`config.mk`:
```
export PLATFORM = sky130hd
export DESIGN_NAME = pks_cell
export DESIGN_NICKNAME = d
export VERILOG_FILES = /design/src/rtl/pixel_key_sorter_macros.svh /design/src/rtl/pks_pkg.sv /design/src/rtl/pks_cell.sv
export SDC_FILE = /design/constraint.sdc
export NUM_CORES = 1
export LEC_CHECK = 0
export BUFFER_PORTS_ARGS = -buffer_cell sky130_fd_sc_hd__buf_2
export CAP_MARGIN = 25
export CORE_ASPECT_RATIO = 1.75
export CORE_MARGIN = 2
export CORE_UTILIZATION = 46
export DETAILED_ROUTE_END_ITERATION = 8
export GPL_TIMING_DRIVEN = 0
export PLACE_DENSITY = 0.81
export SLEW_MARGIN = 20
export SYNTH_ARGS = -nofsm -noshare
export SYNTH_HDL_FRONTEND = slang
export SYNTH_SLANG_ARGS = --single-unit
```
`constraint.sdc`:
```
create_clock -name i_clk -period 3.3 [get_ports i_clk]
set_input_delay 0.33 -clock i_clk [delete_from_list [all_inputs] [get_ports i_clk]]
set_output_delay 0.33 -clock i_clk [all_outputs]
set_load 0.02 [all_outputs]
```
`src/rtl/pixel_key_sorter_macros.svh`:
```
// Assertion macros for the pixel key sorter.
`ifndef PIXEL_KEY_SORTER_MACROS_SVH
`define PIXEL_KEY_SORTER_MACROS_SVH

// same-cycle implication, clocked on i_clk, off during reset
`define PKS_ASSERT_NOW(label, ante, cons, msg) \
    label: assert property (@(posedge i_clk) disable iff (!i_rst_n) (ante) |-> (cons)) \
        else $error(msg);

// next-cycle implication, clocked on i_clk, off during reset
`define PKS_ASSERT_NEXT(label, ante, cons, msg) \
    label: assert property (@(posedge i_clk) disable iff (!i_rst_n) (ante) |=> (cons)) \
        else $error(msg);

`endif

```
`src/rtl/pks_pkg.sv`:
```
// Shared types and constants for the pixel key sorter.
package pks_pkg;

    localparam int CAPACITY  = 256;
    localparam int CNT_W     = $clog2(CAPACITY + 1);
    localparam int KEY_W     = 24;
    localparam int OUT_CNT_W = 9;

    localparam logic KIND_INSERT = 1'b0;
    localparam logic KIND_TAKE   = 1'b1;

    localparam logic [1:0] ST_DONE  = 2'd0;
    localparam logic [1:0] ST_EMPTY = 2'd1;
    localparam logic [1:0] ST_FULL  = 2'd2;

    typedef logic [KEY_W-1:0] t_key;

    typedef struct packed {
        logic ins;
        logic take;
        t_key key;
    } t_ctl;

endpackage

```
`src/rtl/pks_cell.sv`:
```
// One cell of the sorted chain: holds a key, inserts, shifts away from or toward cell 0.
module pks_cell
    import pks_pkg::*;
(
    input  logic i_clk,
    input  t_ctl i_ctl,
    input  logic i_occ,
    input  t_key i_left_key,
    input  logic i_left_gt,
    input  t_key i_right_key,
    output t_key o_key,
    output logic o_gt
);

    t_key r_key;
    t_key n_key;

    // empty cells act as +infinity
    assign o_gt  = !i_occ || (r_key > i_ctl.key);
    assign o_key = r_key;

    always_comb begin
        n_key = r_key;
        if (i_ctl.ins && o_gt) begin
            n_key = i_left_gt ? i_left_key : i_ctl.key;
        end else if (i_ctl.take) begin
            n_key = i_right_key;
        end
    end

    always_ff @(posedge i_clk) begin
        r_key <= n_key;
    end

endmodule

```
; Yosys cells after proc, flatten, opt, wreduce, memory -nomap -nowiden
; Cells that the tools add are included.
[classes]
n_lt_le_gt_ge = 1
n_mux = 3
n_reduce_logical = 4
[op_table]
columns = operator, n
row1 = $mux W24, 3
row2 = $gt A24 B24 Y1, 1
row3 = $reduce_bool A2 Y1, 1
row4 = $logic_and A1 B1 Y1, 1
row5 = $logic_not A1 Y1, 1
row6 = $logic_or A1 B1 Y1, 1
[word_totals]
regBits = 24
inputBits = 77
out_inout_bits = 25
word_cells = 9

; Depth between registers and ports, before layout
; Gate-level depths: netlist of run 1.
[logic_depth]
ltp_word = 4
ltp_mapped = 10
depth_no_buf = 8

; Least setup slack after synthesis of run 1
; Ideal clock, no wire load.
[synth_timing]
kind = reg-to-reg
startpoint = register r_key[19] (netlist: o_key[19])
endpoint = register r_key[0] (netlist: o_key[0]) (enable)
setup_ns = 0.310
arrival_time_ns = 2.449
required_ns = 2.990
setup_slack_ns = 0.541
stages_incl_launch_ff = 9
period_less_slack_ns = 2.759
path_cell_list = edfxtp_1 -> ha_1 -> nand4_1 -> nor4_4 -> nand2_2 -> a311o_1 -> buf_6 -> buf_12 -> or2_2
[synth_between]
elab_chain_len = 4
[synth_lines]
columns = item, line_no
row1 = from (decl), pks_cell.sv:15  ; t_key r_key;
row2 = from (signal assigned), pks_cell.sv:32  ; r_key <= n_key;
row3 = $gt A24 B24 Y1, pks_cell.sv:19  ; assign o_gt = !i_occ || (r_key > i_ctl.key);
row4 = $logic_or A1 B1 Y1, pks_cell.sv:19
row5 = $logic_and A1 B1 Y1, pks_cell.sv:24  ; if (i_ctl.ins && o_gt) begin
row6 = $reduce_bool A2 Y1 (no source line), -
; Every way passes these cells.
; A chain may end at the register's enable or synchronous reset.

; Worst setup path in the final report of run 1
[layout_timing]
startpoint = register r_key[21] (netlist: o_key[21])
endpoint = register r_key[7] (netlist: o_key[7]) (enable)
; Same word-level chain as after synthesis.

==> impl_metrics.ini, run 1 <==
[status]
status = completed

[min_path]
min_to = o_key[12]$_DFFE_PP_
worstHoldStart = i_right_key[12]
holdPathStages = 2
hp-class = in2reg

[power_and_ir_drop]
ir_drop_mv = 0.324
power.total_mw = 1.04
seqPwrFrac = 0.406
p_sw_frac = 0.338
p_int_mw = 0.690
comb_power_share = 0.426
p_per_area_nw_per_um2 = 397
leakage_nw = 1.34
clockPowerShare = 0.168
p_sw_mw = 0.352

[worst_setup_path]
crit_arrival_ps = 2830
worst_setup_path_end_kind = flop
critical_path_required_ps = 3240
crit_fanout = 24
crit_start = o_key[21]$_DFFE_PP_
reg2reg_slack_ps = 420
reg2reg_from = o_key[21]$_DFFE_PP_
r2r_end = o_key[7]$_DFFE_PP_
rr_worst_depth = 9
setup.worst_path.start_class = flop
critPathKind = reg2reg

[layout]
layout_common_cells = 100 x buf_2, 31 x nand2_1, 27 x o21ai_0
drive_gt1_frac = 0.449
largest_reg_flops = 24
n_fill_cell = 388
fin_area_um2 = 2620
antenna_cells = 0
area_growth_pct = 29.8
fin_cells = 350
fin_nets = 404
mostFrequentLayoutCell = buf_2

[detailed_routing]
ant_nets = 0
post-route-drc-count = 0
num_vias = 1777
wl_per_cell_um = 13.9
detail_route.iter0.violations = 17
drtPass1Iterations = 4
drt-total-wl_um = 4850
via_per_inst = 5.08

[timing]
tightest_slew_ps = 596
setup_viol = 0
hold_viol = 0
clock.fmax_ghz = 0.347
timing.final.crit_share = 0.874
rsz0062_at_grt = no
period_minus_slack_ps = 2880
finalMaxSlewViolations = 0
finClkSkew_ps = 5.75
timing.slew.headroom = 0.603
finalSetupTns_ps = 0

[die]
fp.dieW_um = 54.1
die_area_um2 = 4960
ios = 102
start_util = 0.482
die_y_um = 91.7
placementRows = 31
core_area_um2 = 4190

[cts]
cts-root-buf = clkbuf_8
path_clk_slew_ps = 90
postCtsHoldBufs = 0
clk_path_buf_depth = 2
cts_resized = 0
cts_buffers = 3
clkLatencyLatePin_ps = 270
htreeDepth = 1
cts_tree = done
cts_setup_buffers = 0
cts_sinks = 24

[yosys]
ys_warn_count = 0
syn_avg_cell_area_um2 = 10.2
netlist_area_um2 = 2020
syn_nets = 299
synthCells = 198
ys_types = 27
synth-seq-cells = 24
yosysSeqAreaShare = 0.357

[global_route]
grt_max_degree = 25
grt_usage = 0.207
grt_pass1_wl_um = 7690
grt-ovfl-total = 0
first_global_vias = 1722
antenna_found_initial = 0

[job]
cap_violations = 0

[placement]
dpl.cell_count = 347
hpwl_um = 3990
portBuffers = 100
place.gp.congestion = 0.812
dpl_cell_area_um2 = 2580
final cells by class:
cell class	count	area, um2	area share
Buffer	8	70.1	0.0267
Clock buffer	3	41.3	0.0157
Inverter	24	90.1	0.0343
Multi-Input combinational cell	142	1140	0.434
Sequential cell	24	721	0.275
Tap cell	49	61.3	0.0234
Timing Repair Buffer	100	500	0.191
power by group through the flow:
stage | registers (mW) | clock network [mW] | logic [mW]
finish | 0.423 | 0.175 | 0.444
global route | 0.429 | 0.192 | 0.493
CTS | 0.422 | 0.178 | 0.451
detailed placement | 0.429 | 0 | 0.448
global placement | 0.428 | 0 | 0.437
floorplan | 0.487 | 0 | 0.247
cells in the mapped netlist:
cell type / instances / area share
a21boi_0: 1 / 0.0037
a211oi_1: 1 / 0.0037
nor2b_1: 2 / 0.0062
nand4_1: 6 / 0.019
nor3_1: 1 / 0.0025
mux2_2: 6 / 0.033
edfxtp_1: 24 / 0.36
a311o_1: 1 / 0.0050
nor2_1: 3 / 0.0056
ha_1: 24 / 0.15
a21oi_1: 11 / 0.027
a21o_1: 1 / 0.0037
nand2_2: 1 / 0.0031
or2_2: 1 / 0.0031
buf_6: 1 / 0.0056
nand4_4: 1 / 0.011
mux2_4: 19 / 0.14
nand3_1: 1 / 0.0025
o21ai_0: 27 / 0.067
nand2_1: 31 / 0.058
clkbuf_1: 5 / 0.0093
inv_1: 24 / 0.045
nor4_4: 1 / 0.011
nand2b_1: 1 / 0.0031
o211ai_1: 1 / 0.0037
buf_12: 2 / 0.020
nand3b_1: 1 / 0.0037
worst max-delay path, stage by stage (launching register included):
cell and delay (ps):
edfxtp_1 390, ha_1 340, a21oi_1 150, nor2_1 50, a211oi_1 230, nand4_1 180, a311o_1 400, buf_6 150
buf_12 150, or2_2 520
how the worst max path moves through the flow:
stage | end | slack, ps | depth (start not counted)
after floorplan | o_key[0]$_DFFE_PP_ | 540 | 8
after global placement | o_key[9]$_DFFE_PP_ | 330 | 11
after CTS | o_key[9]$_DFFE_PP_ | 340 | 9
final | o_key[7]$_DFFE_PP_ | 420 | 9
after detailed placement | o_key[9]$_DFFE_PP_ | 280 | 11
after global routing | o_key[12]$_DFFE_PP_ | 190 | 9
through the flow:
step	hold WS (ps)	util	setup slack, ps
floorplan	548	-	541
CTS	361	0.626	345
detailed placement	638	0.616	281
global route	356	0.626	186
global placement	631	0.616	333
finish	362	0.626	416
cells by family (layout without fill, tap and decap cells):
family          after synthesis  in the layout  share of synthesized area
simple gates                 50             50                      0.127
compound gates               43             43                      0.114
buf+inv                      32            135                     0.0793
mux                          25             25                      0.175
fa+ha+maj                    24             24                      0.149
flops                        24             24                      0.357
layer usage:
metal	wire [um]	vias up	track usage
met4	51	0	0.0563
li1	-	909	-
met2	2660	52	0.381
met3	232	4	0.0228
met5	0	-	0
met1	1910	812	0.238
Note: power is estimated with default switching activity, not from simulation.
==> run 2, diff against run 1 <==
--- a/config.mk
+++ b/config.mk
@@ -8,7 +8,7 @@
 export BUFFER_PORTS_ARGS = -buffer_cell sky130_fd_sc_hd__buf_2
 export CAP_MARGIN = 25
 export CORE_ASPECT_RATIO = 1.75
-export CORE_MARGIN = 2
+export CORE_MARGIN = 5
 export CORE_UTILIZATION = 46
 export DETAILED_ROUTE_END_ITERATION = 8
 export GPL_TIMING_DRIVEN = 0
==> impl_metrics.ini, run 2 (same netlist as run 1, synthesis figures left out) <==
[status]
status = completed

[timing]
finClkSkew_ps = 2.94
finalMaxSlewViolations = 0
hold_viol = 0
tightest_slew_ps = 587
timing.final.crit_share = 0.882
period_minus_slack_ps = 2910
finalSetupTns_ps = 0
rsz0062_at_grt = no
timing.slew.headroom = 0.609
clock.fmax_ghz = 0.343
setup_viol = 0

[layout]
mostFrequentLayoutCell = buf_2
fin_nets = 404
sequential_cell_area_um2 = 721
largest_reg_flops = 24
drive_gt1_frac = 0.450
area_growth_pct = 31.5
fin_cells = 353
multi_input_area_um2 = 1140
antenna_cells = 0
n_fill_cell = 387
layout_common_cells = 100 x buf_2, 31 x nand2_1, 27 x o21ai_0

[cts]
clkLatencyLatePin_ps = 270
htreeDepth = 1
cts_setup_buffers = 0
cts_sinks = 24
postCtsHoldBufs = 0
cts_tree = done
cts_buffers = 3
cts-root-buf = clkbuf_8
cts_resized = 0
clk_path_buf_depth = 2
path_clk_slew_ps = 90

[detailed_routing]
via_per_inst = 5.04
wl_per_cell_um = 14.8
ant_nets = 0
num_vias = 1779
post-route-drc-count = 0
drt-total-wl_um = 5240
detail_route.iter0.violations = 42
drtPass1Iterations = 4

[worst_setup_path]
r2r_end = o_key[12]$_DFFE_PP_
crit_arrival_ps = 2860
critical_path_required_ps = 3250
crit_start = o_key[21]$_DFFE_PP_
reg2reg_from = o_key[21]$_DFFE_PP_
rr_worst_depth = 9
critPathKind = reg2reg
reg2reg_slack_ps = 390
worst_setup_path_end_kind = flop
cp-endpoint = o_key[12]$_DFFE_PP_
crit_fanout = 24
setup.worst_path.start_class = flop

[min_path]
hp-class = in2reg
holdPathStages = 2

[job]
cap_violations = 0

[placement]
portBuffers = 100
dpl.cell_count = 349
place.gp.congestion = 0.827
hpwl_um = 4390

[power_and_ir_drop]
ir_drop_mv = 0.325
p_per_area_nw_per_um2 = 427
leakage_nw = 1.36

[global_route]
grt_usage = 0.177
antenna_found_initial = 0
first_global_vias = 1943
grt-ovfl-total = 0
grt_max_degree = 25
grt_pass1_wl_um = 8110

[die]
ios = 102
die_y_um = 97.7
die_area_um2 = 5870
core_area_um2 = 4320
start_util = 0.467
placementRows = 32
fp.dieW_um = 60.1
## run 2: cell count changes in the layout (fill, tap and decap cells not counted)
cell | before | now
bufinv_16 | 0 | 1
## run 2: critical path, stage by stage (launching register included)
cell and delay, ps:
edfxtp_1 400, ha_1 340, a21oi_1 150, nor2_1 60
a211oi_1 230, nand4_1 190, a311o_1 400, buf_6 150
buf_12 150, or2_2 520
## run 2: worst min path at each step
stage               startpoint                  end  slack, ps
2_1_floorplan  i_right_key[10]  o_key[10]$_DFFE_PP_        550
3_3_place_gp   i_right_key[21]  o_key[21]$_DFFE_PP_        630
3_5_place_dp    i_right_key[7]   o_key[7]$_DFFE_PP_        640
4_1_cts         i_right_key[7]   o_key[7]$_DFFE_PP_        350
5_1_grt        i_right_key[15]  o_key[15]$_DFFE_PP_        350
6_report        i_right_key[2]   o_key[2]$_DFFE_PP_        360
## run 2: per-stage QoR
step	util	cell area (um2)	setup slack [ps]	hold WS, ps	total power, mW
3_3_place_gp	0.598	2580	343	631	0.866
6_report	0.614	2660	389	356	1.14
3_5_place_dp	0.598	2580	314	636	0.881
5_1_grt	0.614	2660	239	348	1.20
2_1_floorplan	-	2020	541	548	0.734
4_1_cts	0.614	2660	361	352	1.14
## run 2: cell type report
cell class | count | area share
timing repair buffer | 100 | 0.188
multi-input combinational | 142 | 0.429
clock buffer | 3 | 0.0155
inverter | 24 | 0.0339
tap | 51 | 0.0240
clock inverter | 1 | 0.0113
sequential | 24 | 0.271
buffer | 8 | 0.0264
## run 2: per-layer routing
| layer | vias up | global-route usage | share of wire |
|---|---|---|---|
| met5 | - | 0 | 0 |
| met4 | 0 | 0.0529 | 0.017 |
| met3 | 8 | 0.0213 | 0.050 |
| li1 | 908 | - | - |
| met1 | 810 | 0.176 | 0.37 |
| met2 | 53 | 0.353 | 0.57 |
## run 2: report_power, final
part           switching, mW  leakage, nW  internal [mW]
registers             0.0244        0.244          0.398
logic                  0.238         1.08          0.210
clock network          0.103       0.0357          0.162
